## config.mk

```make
export PLATFORM = sky130hd
export DESIGN_NAME = segment_page_allocator
export DESIGN_NICKNAME = d
export VERILOG_FILES = /design/src/spl_pkg.sv /design/src/spl_div.sv /design/src/spl_ctrl.sv /design/src/spl_dp.sv /design/src/segment_page_allocator.sv
export SDC_FILE = /design/constraint.sdc
export NUM_CORES = 2
export LEC_CHECK = 0
export ABC_AREA = 0
export BUFFER_PORTS_ARGS = -buffer_cell sky130_fd_sc_hd__buf_2
export CAP_MARGIN = 20
export CORE_MARGIN = 3
export CORE_UTILIZATION = 63
export CTS_CLUSTER_DIAMETER = 60
export DETAILED_ROUTE_END_ITERATION = 6
export GPL_ROUTABILITY_DRIVEN = 0
export PLACE_DENSITY = 0.79
export RECOVER_POWER = 100
export SLEW_MARGIN = 20
export SYNTH_ARGS = -nofsm -noshare
export SYNTH_HDL_FRONTEND = slang
export SYNTH_SLANG_ARGS = --single-unit
```

## constraint.sdc

```tcl
create_clock -name clk -period 12.2 [get_ports clk]
set_clock_uncertainty 0.15 [all_clocks]
set_input_delay 2.44 -clock clk [delete_from_list [all_inputs] [get_ports clk]]
set_output_delay 2.44 -clock clk [all_outputs]
set_load 0.01 [all_outputs]
```

## src/spl_pkg.sv

```systemverilog
`default_nettype none
package spl_pkg;

  localparam int SEG_SLOTS      = 8;
  localparam int PAGES_PER_SEG  = 64;
  localparam int FIRST_PAGE     = 1;
  localparam int PAGE_BYTES_DEF = 65536;

  localparam int USABLE  = PAGES_PER_SEG - FIRST_PAGE;
  localparam int CAP_MAX = 131071;
  localparam int BS_W    = 17;
  localparam int CL_W    = 4;

  localparam int SLOT_W = $clog2(SEG_SLOTS);
  localparam int PAGE_W = $clog2(PAGES_PER_SEG);
  localparam int LINK_W = $clog2(SEG_SLOTS + 1);
  localparam int CNT_W  = $clog2(USABLE + 1);
  localparam int K_W    = $clog2(USABLE);
  localparam int ADDR_W = $clog2(SEG_SLOTS * PAGES_PER_SEG);
  localparam int TOT_W  = $clog2(SEG_SLOTS * USABLE + 1);
  localparam int MAPC_W = $clog2(SEG_SLOTS + 1);

  localparam logic [LINK_W-1:0] NIL_LINK = LINK_W'(SEG_SLOTS);

  typedef enum logic [1:0] {
    STAT_OK,
    STAT_NOSEG,
    STAT_BADREL
  } spl_status_t;

  typedef enum logic [2:0] {
    ST_IDLE,
    ST_MAP,
    ST_ACQ_RD,
    ST_ACQ_CMT,
    ST_DIV_WAIT,
    ST_REL_RD,
    ST_REL_CMT,
    ST_DONE
  } spl_state_t;

  typedef struct packed {
    logic        cmd;
    logic [16:0] blk_bytes;
    logic [7:0]  blk_class;
    logic [7:0]  owner_id;
    logic [2:0]  seg_slot;
    logic [5:0]  page_index;
  } spl_in_t;

  typedef struct packed {
    spl_status_t status;
    logic [2:0]  got_slot;
    logic [5:0]  got_page;
    logic [16:0] capacity;
    logic        unmapped;
    logic [3:0]  segments_mapped;
    logic [8:0]  pages_used;
    logic [8:0]  pages_free;
  } spl_out_t;

  // controller -> datapath
  typedef struct packed {
    logic accept;
    logic fail;
    logic map_begin;
    logic map_step;
    logic acq_read;
    logic acq_commit;
    logic rel_read;
    logic rel_commit;
    logic emit;
  } spl_cmd_t;

  // datapath -> controller
  typedef struct packed {
    logic head_nil;
    logic all_mapped;
    logic map_last;
    logic div_busy;
  } spl_stat_t;

  function automatic logic [ADDR_W-1:0] seg_addr(input logic [SLOT_W-1:0] s,
                                                 input logic [PAGE_W-1:0] p);
    seg_addr = ADDR_W'(ADDR_W'(s) * ADDR_W'(PAGES_PER_SEG)) + ADDR_W'(p);
  endfunction

endpackage
`default_nettype wire

```

## src/spl_div.sv

```systemverilog
`default_nettype none
module spl_div
  import spl_pkg::*;
#(
  parameter int PAGE_BYTES = PAGE_BYTES_DEF
) (
  input  wire logic            clk,
  input  wire logic            rst_n,
  input  wire logic            start,
  input  wire logic [BS_W-1:0] divisor,
  output logic                 busy,
  output logic [BS_W-1:0]      quot
);

  localparam int DW = $clog2(PAGE_BYTES + 1);
  localparam int CW = $clog2(DW + 1);
  localparam logic [DW-1:0] DIVIDEND = DW'(PAGE_BYTES);

  logic [BS_W-1:0] rem_r, d_r;
  logic [DW-1:0]   n_r, q_r;
  logic [CW-1:0]   cnt_r;
  logic            busy_r;
  logic [BS_W:0]   trial;
  logic            fits;
  logic [31:0]     q_ext;

  // restoring divide, one quotient bit per cycle
  assign trial = {rem_r, n_r[DW-1]};
  assign fits  = trial >= {1'b0, d_r};

  always_ff @(posedge clk) begin
    if (!rst_n) begin
      busy_r <= 1'b0;
      cnt_r  <= '0;
    end else if (start) begin
      busy_r <= 1'b1;
      cnt_r  <= CW'(DW);
    end else if (busy_r) begin
      cnt_r <= cnt_r - CW'(1);
      if (cnt_r == CW'(1)) begin
        busy_r <= 1'b0;
      end
    end
  end

  always_ff @(posedge clk) begin
    if (start) begin
      d_r   <= (divisor == '0) ? BS_W'(1) : divisor;
      rem_r <= '0;
      n_r   <= DIVIDEND;
      q_r   <= '0;
    end else if (busy_r) begin
      n_r   <= {n_r[DW-2:0], 1'b0};
      rem_r <= fits ? BS_W'(trial - {1'b0, d_r}) : BS_W'(trial);
      q_r   <= {q_r[DW-2:0], fits};
    end
  end

  assign q_ext = 32'(q_r);
  assign quot  = (q_ext > 32'(CAP_MAX)) ? BS_W'(CAP_MAX) : BS_W'(q_ext);
  assign busy  = busy_r;

endmodule
`default_nettype wire

```

## src/spl_ctrl.sv

```systemverilog
`default_nettype none
module spl_ctrl
  import spl_pkg::*;
(
  input  wire logic      clk,
  input  wire logic      rst_n,
  input  wire logic      start,
  input  wire logic      in_release,
  input  wire spl_stat_t stat,
  output logic           busy,
  output spl_cmd_t       cmd
);

  spl_state_t state_r, state_nxt;

  always_ff @(posedge clk) begin
    if (!rst_n) begin
      state_r <= ST_IDLE;
    end else begin
      state_r <= state_nxt;
    end
  end

  always_comb begin
    state_nxt = state_r;
    unique case (state_r)
      ST_IDLE: begin
        if (start) begin
          if (in_release) begin
            state_nxt = ST_REL_RD;
          end else if (stat.head_nil) begin
            state_nxt = stat.all_mapped ? ST_DONE : ST_MAP;
          end else begin
            state_nxt = ST_ACQ_RD;
          end
        end
      end
      ST_MAP: begin
        if (stat.map_last) begin
          state_nxt = ST_ACQ_RD;
        end
      end
      ST_ACQ_RD:  state_nxt = ST_ACQ_CMT;
      ST_ACQ_CMT: state_nxt = ST_DIV_WAIT;
      ST_DIV_WAIT: begin
        if (!stat.div_busy) begin
          state_nxt = ST_DONE;
        end
      end
      ST_REL_RD:  state_nxt = ST_REL_CMT;
      ST_REL_CMT: state_nxt = ST_DONE;
      ST_DONE:    state_nxt = ST_IDLE;
      default:    state_nxt = ST_IDLE;
    endcase
  end

  always_comb begin
    cmd            = '0;
    cmd.accept     = (state_r == ST_IDLE) && start;
    cmd.fail       = cmd.accept && !in_release && stat.head_nil && stat.all_mapped;
    cmd.map_begin  = cmd.accept && !in_release && stat.head_nil && !stat.all_mapped;
    cmd.map_step   = state_r == ST_MAP;
    cmd.acq_read   = state_r == ST_ACQ_RD;
    cmd.acq_commit = state_r == ST_ACQ_CMT;
    cmd.rel_read   = state_r == ST_REL_RD;
    cmd.rel_commit = state_r == ST_REL_CMT;
    cmd.emit       = state_r == ST_DONE;
    busy           = state_r != ST_IDLE;
  end

endmodule
`default_nettype wire

```

## src/spl_dp.sv

```systemverilog
`default_nettype none
module spl_dp
  import spl_pkg::*;
#(
  parameter int PAGE_BYTES = PAGE_BYTES_DEF
) (
  input  wire logic            clk,
  input  wire logic            rst_n,
  input  wire spl_in_t         in_word,
  input  wire logic            cfg_valid,
  input  wire logic [CL_W-1:0] cfg_data,
  input  wire spl_cmd_t        cmd,
  output spl_stat_t            stat,
  output logic                 out_valid,
  output spl_out_t             out_word
);

  // segment table; counts and links read only at cur_r
  logic [SEG_SLOTS-1:0] mapped_r;
  logic [CNT_W-1:0]     cnt_r      [SEG_SLOTS];
  logic [LINK_W-1:0]    next_lnk_r [SEG_SLOTS];
  logic [LINK_W-1:0]    prev_lnk_r [SEG_SLOTS];
  logic [LINK_W-1:0]    next_lnk_nxt [SEG_SLOTS];
  logic [LINK_W-1:0]    prev_lnk_nxt [SEG_SLOTS];
  logic [LINK_W-1:0]    head_r, head_nxt;

  logic [MAPC_W-1:0] mapc_r, idle_r;
  logic [TOT_W-1:0]  free_r, used_r;
  logic [CL_W-1:0]   cache_lim_r;

  // item registers
  logic [BS_W-1:0]   bs_r;
  logic [PAGE_W-1:0] rel_page_r;
  logic              rel_inrange_r;
  logic [SLOT_W-1:0] cur_r, map_slot_r, low_free;
  logic [K_W-1:0]    k_r;
  spl_status_t       status_r;
  logic [SLOT_W-1:0] gslot_r;
  logic [PAGE_W-1:0] gpage_r;
  logic              unm_r, acq_ok_r;
  logic              out_valid_r;
  spl_out_t          out_r;

  // free stacks and busy flags
  logic [PAGE_W-1:0] stack_mem [SEG_SLOTS*PAGES_PER_SEG];
  logic              busy_mem  [SEG_SLOTS*PAGES_PER_SEG];
  logic [PAGE_W-1:0] pg_rd_r;
  logic              busy_rd_r;

  logic              stk_we, bsy_we, bsy_wd;
  logic [ADDR_W-1:0] stk_wa, stk_ra, bsy_wa, bsy_ra;
  logic [PAGE_W-1:0] stk_wd;

  logic [CNT_W-1:0]  cnt_cur, cnt_inc;
  logic              was_empty, full, do_unm, rel_ok, map_last;
  logic              push_en, unl_en;
  logic [SLOT_W-1:0] push_s, up_s, un_s;
  logic [LINK_W-1:0] up_p, up_n;
  logic [BS_W-1:0]   div_quot;
  logic              div_busy;

  spl_div #(.PAGE_BYTES(PAGE_BYTES)) u_div (
    .clk     (clk),
    .rst_n   (rst_n),
    .start   (cmd.acq_read),
    .divisor (bs_r),
    .busy    (div_busy),
    .quot    (div_quot)
  );

  always_comb begin
    low_free = '0;
    for (int i = SEG_SLOTS - 1; i >= 0; i--) begin
      if (!mapped_r[i]) begin
        low_free = SLOT_W'(i);
      end
    end
  end

  assign map_last  = k_r == K_W'(USABLE - 1);
  assign cnt_cur   = cnt_r[cur_r];
  assign cnt_inc   = cnt_cur + CNT_W'(1);
  assign was_empty = cnt_cur == '0;
  assign full      = cnt_inc == CNT_W'(USABLE);
  assign do_unm    = full && ((int'(idle_r) + 1) > int'(cache_lim_r));
  assign rel_ok    = rel_inrange_r && mapped_r[cur_r] && busy_rd_r &&
                     (int'(rel_page_r) >= FIRST_PAGE) &&
                     (int'(rel_page_r) < PAGES_PER_SEG);

  always_comb begin
    stat.head_nil   = head_r == NIL_LINK;
    stat.all_mapped = &mapped_r;
    stat.map_last   = map_last;
    stat.div_busy   = div_busy;
  end

  // available list: at most one push or one unlink per cycle
  always_comb begin
    push_en = 1'b0;
    push_s  = cur_r;
    unl_en  = 1'b0;
    if (cmd.map_step && map_last) begin
      push_en = 1'b1;
      push_s  = map_slot_r;
    end
    if (cmd.acq_commit && cnt_cur == CNT_W'(1)) begin
      unl_en = 1'b1;
    end
    if (cmd.rel_commit && rel_ok) begin
      // empty and full at once: push then unlink cancel out
      push_en = was_empty && !do_unm;
      unl_en  = !was_empty && do_unm;
    end
  end

  always_comb begin
    next_lnk_nxt = next_lnk_r;
    prev_lnk_nxt = prev_lnk_r;
    head_nxt     = head_r;
    up_s         = cur_r;
    up_p         = prev_lnk_r[up_s];
    up_n         = next_lnk_r[up_s];
    un_s         = push_s;
    if (push_en) begin
      prev_lnk_nxt[un_s] = NIL_LINK;
      next_lnk_nxt[un_s] = head_r;
      if (head_r != NIL_LINK) begin
        prev_lnk_nxt[head_r[SLOT_W-1:0]] = LINK_W'(un_s);
      end
      head_nxt = LINK_W'(un_s);
    end
    if (unl_en) begin
      if (up_p != NIL_LINK) begin
        next_lnk_nxt[up_p[SLOT_W-1:0]] = up_n;
      end else begin
        head_nxt = up_n;
      end
      if (up_n != NIL_LINK) begin
        prev_lnk_nxt[up_n[SLOT_W-1:0]] = up_p;
      end
      prev_lnk_nxt[up_s] = NIL_LINK;
      next_lnk_nxt[up_s] = NIL_LINK;
    end
  end

  // memory port selection
  always_comb begin
    stk_we = 1'b0;
    stk_wa = seg_addr(cur_r, PAGE_W'(cnt_cur));
    stk_wd = rel_page_r;
    bsy_we = 1'b0;
    bsy_wa = seg_addr(cur_r, rel_page_r);
    bsy_wd = 1'b0;
    if (cmd.map_step) begin
      stk_we = 1'b1;
      stk_wa = seg_addr(map_slot_r, PAGE_W'(k_r));
      stk_wd = PAGE_W'(FIRST_PAGE) + PAGE_W'(k_r);
      bsy_we = 1'b1;
      bsy_wa = seg_addr(map_slot_r, PAGE_W'(FIRST_PAGE) + PAGE_W'(k_r));
    end else if (cmd.rel_commit && rel_ok) begin
      stk_we = 1'b1;
      bsy_we = 1'b1;
    end else if (cmd.acq_commit) begin
      bsy_we = 1'b1;
      bsy_wa = seg_addr(cur_r, pg_rd_r);
      bsy_wd = 1'b1;
    end
    stk_ra = seg_addr(cur_r, PAGE_W'(cnt_cur - CNT_W'(1)));
    bsy_ra = seg_addr(cur_r, rel_page_r);
  end

  always_ff @(posedge clk) begin
    if (stk_we) begin
      stack_mem[stk_wa] <= stk_wd;
    end
    if (cmd.acq_read) begin
      pg_rd_r <= stack_mem[stk_ra];
    end
  end

  always_ff @(posedge clk) begin
    if (bsy_we) begin
      busy_mem[bsy_wa] <= bsy_wd;
    end
    if (cmd.rel_read) begin
      busy_rd_r <= busy_mem[bsy_ra];
    end
  end

  always_ff @(posedge clk) begin
    if (!rst_n) begin
      mapped_r    <= '0;
      head_r      <= NIL_LINK;
      mapc_r      <= '0;
      idle_r      <= '0;
      free_r      <= '0;
      used_r      <= '0;
      cache_lim_r <= CL_W'(1);
      out_valid_r <= 1'b0;
      for (int i = 0; i < SEG_SLOTS; i++) begin
        cnt_r[i]      <= '0;
        next_lnk_r[i] <= NIL_LINK;
        prev_lnk_r[i] <= NIL_LINK;
      end
    end else begin
      out_valid_r <= cmd.emit;
      next_lnk_r  <= next_lnk_nxt;
      prev_lnk_r  <= prev_lnk_nxt;
      head_r      <= head_nxt;
      if (cfg_valid) begin
        cache_lim_r <= cfg_data;
      end
      if (cmd.map_step && map_last) begin
        mapped_r[map_slot_r] <= 1'b1;
        cnt_r[map_slot_r]    <= CNT_W'(USABLE);
        free_r               <= free_r + TOT_W'(USABLE);
        mapc_r               <= mapc_r + MAPC_W'(1);
        idle_r               <= idle_r + MAPC_W'(1);
      end
      if (cmd.acq_commit) begin
        if (cnt_cur == CNT_W'(USABLE)) begin
          idle_r <= idle_r - MAPC_W'(1);
        end
        cnt_r[cur_r] <= cnt_cur - CNT_W'(1);
        free_r       <= free_r - TOT_W'(1);
        used_r       <= used_r + TOT_W'(1);
      end
      if (cmd.rel_commit && rel_ok) begin
        used_r <= used_r - TOT_W'(1);
        if (do_unm) begin
          mapped_r[cur_r] <= 1'b0;
          cnt_r[cur_r]    <= '0;
          mapc_r          <= mapc_r - MAPC_W'(1);
          free_r          <= free_r + TOT_W'(1) - TOT_W'(USABLE);
        end else begin
          cnt_r[cur_r] <= cnt_inc;
          free_r       <= free_r + TOT_W'(1);
          if (full) begin
            idle_r <= idle_r + MAPC_W'(1);
          end
        end
      end
    end
  end

  always_ff @(posedge clk) begin
    if (cmd.accept) begin
      bs_r          <= in_word.blk_bytes;
      rel_page_r    <= PAGE_W'(in_word.page_index);
      rel_inrange_r <= int'(in_word.seg_slot) < SEG_SLOTS;
      cur_r         <= in_word.cmd ? SLOT_W'(in_word.seg_slot) : head_r[SLOT_W-1:0];
      status_r      <= cmd.fail ? STAT_NOSEG : STAT_OK;
      unm_r         <= 1'b0;
      acq_ok_r      <= 1'b0;
      gslot_r       <= '0;
      gpage_r       <= '0;
    end
    if (cmd.map_begin) begin
      map_slot_r <= low_free;
      k_r        <= '0;
    end
    if (cmd.map_step) begin
      k_r <= k_r + K_W'(1);
      if (map_last) begin
        cur_r <= map_slot_r;
      end
    end
    if (cmd.acq_commit) begin
      gslot_r  <= cur_r;
      gpage_r  <= pg_rd_r;
      acq_ok_r <= 1'b1;
    end
    if (cmd.rel_commit) begin
      if (!rel_ok) begin
        status_r <= STAT_BADREL;
      end
      unm_r <= rel_ok && do_unm;
    end
    if (cmd.emit) begin
      out_r.status          <= status_r;
      out_r.got_slot        <= 3'(gslot_r);
      out_r.got_page        <= 6'(gpage_r);
      out_r.capacity        <= acq_ok_r ? div_quot : '0;
      out_r.unmapped        <= unm_r;
      out_r.segments_mapped <= 4'(mapc_r);
      out_r.pages_used      <= 9'(used_r);
      out_r.pages_free      <= 9'(free_r);
    end
  end

  assign out_valid = out_valid_r;
  assign out_word  = out_r;

endmodule
`default_nettype wire

```

## src/segment_page_allocator.sv

```systemverilog
// Acquire from an available segment: start to strobe is set by the 17-step
//   restoring divider for capacity (one bit per cycle).
// Acquire that has to map a segment first fills its free stack.
// Release passes through read and commit states; a failed acquire goes straight to done.
// One word in flight; next start taken in the strobe cycle; receiver never stalls.
// Reset (rst_n low, synchronous): no segment mapped, lists empty, cache_limit 1.
`default_nettype none
module segment_page_allocator
  import spl_pkg::*;
#(
  parameter int PAGE_BYTES = PAGE_BYTES_DEF
) (
  input  wire logic            clk,
  input  wire logic            rst_n,
  // command channel
  input  wire logic            start,
  output logic                 busy,
  input  wire spl_in_t         in_word,
  // result channel, one-cycle strobe, no back-pressure
  output logic                 out_valid,
  output spl_out_t             out_word,
  // cache_limit register
  input  wire logic            cfg_valid,
  output logic                 cfg_ready,
  input  wire logic [CL_W-1:0] cfg_data
);

  spl_cmd_t  cmd;
  spl_stat_t stat;

  // cache_limit writable only while no word is in flight
  assign cfg_ready = !busy;

  // sequencer: chooses map / acquire / release phases
  spl_ctrl u_ctrl (
    .clk        (clk),
    .rst_n      (rst_n),
    .start      (start),
    .in_release (in_word.cmd),
    .stat       (stat),
    .busy       (busy),
    .cmd        (cmd)
  );

  // segment table, free stacks, busy flags, divider, result register
  spl_dp #(.PAGE_BYTES(PAGE_BYTES)) u_dp (
    .clk       (clk),
    .rst_n     (rst_n),
    .in_word   (in_word),
    .cfg_valid (cfg_valid && cfg_ready),
    .cfg_data  (cfg_data),
    .cmd       (cmd),
    .stat      (stat),
    .out_valid (out_valid),
    .out_word  (out_word)
  );

  // a word taken always leaves idle on the next cycle
  a_accept_busy: assert property (@(posedge clk) disable iff (!rst_n)
    (start && !busy) |=> busy)
    else $error("accepted word did not raise busy");

  // one strobe per word: never two results back to back
  a_single_strobe: assert property (@(posedge clk) disable iff (!rst_n)
    out_valid |=> !out_valid)
    else $error("back-to-back result strobes");

  // out of segments only when every slot is mapped
  a_noseg_full: assert property (@(posedge clk) disable iff (!rst_n)
    (out_valid && out_word.status == STAT_NOSEG) |->
      (int'(out_word.segments_mapped) == SEG_SLOTS))
    else $error("no-segment status with a free slot");

  // free pages bounded by mapped capacity
  a_free_bound: assert property (@(posedge clk) disable iff (!rst_n)
    out_valid |-> (int'(out_word.pages_free) <= int'(out_word.segments_mapped) * USABLE))
    else $error("free page count exceeds mapped capacity");

endmodule
`default_nettype wire
```

==> run summary <==
### Outcome
- **outcome** complete, but fails checks
- **violations in the final reports** DRC, capacitance limit, slew limit

### Min path
- **Hold Crit Depth** 0
- **critical hold path startpoint** u_dp.gpage_r[3]
- **hold worst-path end** u_dp.out_word[43]
- **classification of the worst-slack hold path** register to register

### Yosys
- **fraction of the yosys area taken by sequential cells** 72.9%
- **Top FF cell, synth** sky130_fd_sc_hd__edfxtp_1
- **Synth cell types** 89
- **Mapped Nets** 9,150
- **cell accounting for the most synthesized area** sky130_fd_sc_hd__edfxtp_1
- **post-synth design cell area** 159,000 µm²
- **number of enable-type register cells in the synthesized netlist** 3,749
- **Yosys reg bits** 3,906
- **instance count of the mapped netlist** 9,051
- **number of warnings reported in the yosys synthesis log** 0
- **main area contributors after synthesis** sky130_fd_sc_hd__edfxtp_1 (71%), sky130_fd_sc_hd__mux4_2 (14%), sky130_fd_sc_hd__nor2_1 (3.0%), sky130_fd_sc_hd__dfxtp_1 (2.0%), sky130_fd_sc_hd__nand2_1 (1.5%)
- **Synth async-reset ratio** 0%
- **post-synthesis average cell area** 17.5 µm²
- **fraction of synthesized cell area taken by the top area cell type** 70.9%

### GRT
- **largest net degree at the start of global routing** 242
- **first-pass GRT wire length** 625,000 µm
- **via count of the first global-routing pass** 90,626
- **antenna violations before repair** 23
- **total congestion overflow** 0
- **Global Route Usage Sum** 33.4%

### Detailed routing
- **via/cell ratio** 7.17
- **antenna violation net count after detailed routing** 0
- **DRC violations left** 2
- **per-cell routed wire length** 34.0 µm
- **number of detailed-routing iterations run before antenna repair** 7
- **routed wire length** 433,000 µm
- **1st-iter DRT viols** 14,825
- **vias after detailed routing** 91,394

### Worst setup path
- **largest incremental delay on the critical path** 2780 ps
- **length in cells of the worst reg-to-reg path** 10
- **required time of the critical path** 12,440 ps
- **Most common cell on crit path** sky130_fd_sc_hd__clkbuf_1
- **Worst R2R Start** u_dp.cur_r[2]
- **crit path max fanout** 35
- **Max stage delay cell, worst path** sky130_fd_sc_hd__clkbuf_1
- **Data arrival, critical path** 10,520 ps
- **flop2flop setup slack** 1930 ps
- **Cell Chain, Critical Path** clkbuf_1 -> a21boi_0 -> a211oi_1 -> o311ai_0 -> nand2b_1 -> clkbuf_1 -> o21ai_0 -> nand2_4 -> clkbuf_1 -> nor2_1
- **critical path type** register to register
- **CP Launch Type** register
- **reg-to-reg critical path endpoint** u_dp.stack_mem[463][4]
- **kind of end point of the critical path** register

### Floorplanning
- **I/O pin count** 105
- **area of the placeable core** 250,000 µm²
- **number of rows in the core area** 183
- **DIE WIDTH** 508 µm
- **Initial Utilization** 63.6%
- **Chip Height** 508 µm
- **area of the die** 258,000 µm²

### Placed design
- **Port Buf Inserts** 88
- **post-detailed-placement half-perimeter wirelength** 232,000 µm

### CTS
- **TritonCTS clock tree** built
- **clock input transition at the sequential cells of the worst setup and hold paths** 60 ps
- **maximum number of buffers from clock root to sink** 4
- **worst skew pair latency** 1010 ps
- **Setup Fix Bufs, Post-CTS** 0
- **Resize count post-CTS** 0
- **root buffer cell** sky130_fd_sc_hd__clkbuf_16
- **count of hold-fix buffers inserted at cts** 0
- **number of CTS-inserted buffers** 389
- **# clock sinks** 3,906
- **maximum level of the CTS H-tree** 5

### Timing
- **Hold Fails Final Rpt** 0
- **Setup TNS Final** 0 ps
- **worst slew slack as a fraction of its limit** -242%
- **post-layout min period** 10,270 ps
- **RSZ-0062 raised after global routing** false
- **Final Max Slew Viols** 3,014
- **slew at the pin closest to its max-slew limit** 5130 ps
- **share of the clock period used by the worst path after layout** 84.2%
- **count of final setup violators** 0
- **highest achievable clock rate** 0.0973 GHz

### Final layout
- **area of combinational cells with multiple inputs** 40,300 µm²
- **layout-stage area growth over the synthesis result** 10.0%
- **final-layout fill cell count** 14,263
- **fraction of final layout cells with drive strength greater than 1** 18.7%
- **register area** 116,000 µm²
- **final net count** 9,196
- **most frequent standard cell in the layout excluding fill and tap cells** sky130_fd_sc_hd__edfxtp_1
- **commonest cells after routing, fill and taps aside** sky130_fd_sc_hd__edfxtp_1 (3,749), sky130_fd_sc_hd__nor2_1 (1,272), sky130_fd_sc_hd__mux4_2 (960), sky130_fd_sc_hd__nand2_1 (621), sky130_fd_sc_hd__clkbuf_16 (394)

### Run
- **number of max-cap violations** 52

-- stage by stage --
step | hold WS, ps | util [%] | setup slack [ps] | cells | cell area (µm²)
final | 269 | 70.0 | 1930 | 12740 | 175000
after global routing | 274 | 69.9 | 2200 | 12725 | 175000
after CTS | 270 | 70.1 | 4600 | 12714 | 175000
after detailed placement | 255 | 65.1 | 4730 | 12030 | 163000
after global placement | 260 | 65.1 | 4820 | 12030 | 163000
after floorplan | 250 | - | 1680 | 9051 | 159000
-- worst max path at each step --
| stage | from | to | slack, ps |
|---|---|---|---|
| after floorplan | u_dp.rel_page_r[0] | u_dp.busy_mem[401] | 1680 |
| after global placement | u_dp.cur_r[0] | u_dp.pg_rd_r[4] | 4820 |
| after detailed placement | u_dp.cur_r[0] | u_dp.pg_rd_r[4] | 4730 |
| after CTS | u_dp.cur_r[0] | u_dp.pg_rd_r[4] | 4600 |
| after global routing | u_dp.cur_r[2] | u_dp.stack_mem[463][4] | 2200 |
| final | u_dp.cur_r[2] | u_dp.stack_mem[463][4] | 1930 |
-- flip-flops by register name (all words and copies together), names as in the netlist, 8 cells and up --
| register | count |
|---|---|
| u_dp.bs_r | 17 |
| u_dp.busy_mem | 512 |
| u_dp.cnt_r | 48 |
| u_dp.free_r | 9 |
| u_dp.mapped_r | 8 |
| u_dp.next_lnk_r | 32 |
| u_dp.out_word | 51 |
| u_dp.prev_lnk_r | 32 |
| u_dp.stack_mem | 3072 |
| u_dp.u_div.d_r | 17 |
| u_dp.u_div.q_r | 17 |
| u_dp.u_div.rem_r | 17 |
| u_dp.used_r | 9 |
-- cells in the mapped netlist, types with 35 or more instances --
cell type and n:
sky130_fd_sc_hd__nor2_1 1282, sky130_fd_sc_hd__xnor2_1 36, sky130_fd_sc_hd__mux2i_1 193, sky130_fd_sc_hd__and2_1 35, sky130_fd_sc_hd__and3_1 57, sky130_fd_sc_hd__edfxtp_1 3749, sky130_fd_sc_hd__ha_1 46, sky130_fd_sc_hd__nand4_1 71
sky130_fd_sc_hd__buf_1 53, sky130_fd_sc_hd__o22ai_1 50, sky130_fd_sc_hd__a211oi_1 44, sky130_fd_sc_hd__a21oi_1 138, sky130_fd_sc_hd__nor3_1 53, sky130_fd_sc_hd__buf_2 85, sky130_fd_sc_hd__dfxtp_1 157, sky130_fd_sc_hd__buf_4 66
sky130_fd_sc_hd__nand3_1 269, sky130_fd_sc_hd__mux4_2 960, sky130_fd_sc_hd__nand2_1 638, sky130_fd_sc_hd__o21ai_0 111, sky130_fd_sc_hd__inv_1 67, sky130_fd_sc_hd__a31oi_1 48, sky130_fd_sc_hd__clkbuf_1 385
-- cell type report --
class / instances / area share, %
inverters: 74 / 0.179
well taps: 3330 / 2.38
multi-input cells: 4459 / 23.1
diodes: 20 / 0.0286
clock buffers: 467 / 5.86
flip-flops and latches: 3906 / 66.2
clock inverters: 217 / 1.28
repair buffers: 267 / 0.990
-- per-layer routing --
layer  up-vias  global-route usage [%]  wire length, µm
met4        34                    18.2            26600
li1      35808                       -                -
met3      1562                    10.8            61200
met2      7832                    50.3           202000
met5         -                       0              246
met1     46158                    44.0           143000
-- worst max-delay path: cells and delay by family, from the launching register on --
kind,cells,cell delay (ps)
buf+inv,3,5370
compound gates,4,2130
simple gates,3,1650
flops,1,340
-- kinds of logic (layout without fill, tap and decap cells) --
family / after synthesis / in the layout / synth area share, %
fa+ha+maj: 48 / 48 / 0.388
flops: 3906 / 3906 / 72.9
xor+xnor: 52 / 52 / 0.299
buf+inv: 686 / 1025 / 1.95
simple gates: 2521 / 2521 / 6.71
compound gates: 666 / 666 / 2.83
mux: 1172 / 1172 / 15.0
other cells: 0 / 20 / 0
Power is left out: the tool's default activity adds up to more than one toggle a clock period on the data nets, which glitch-free logic cannot reach.
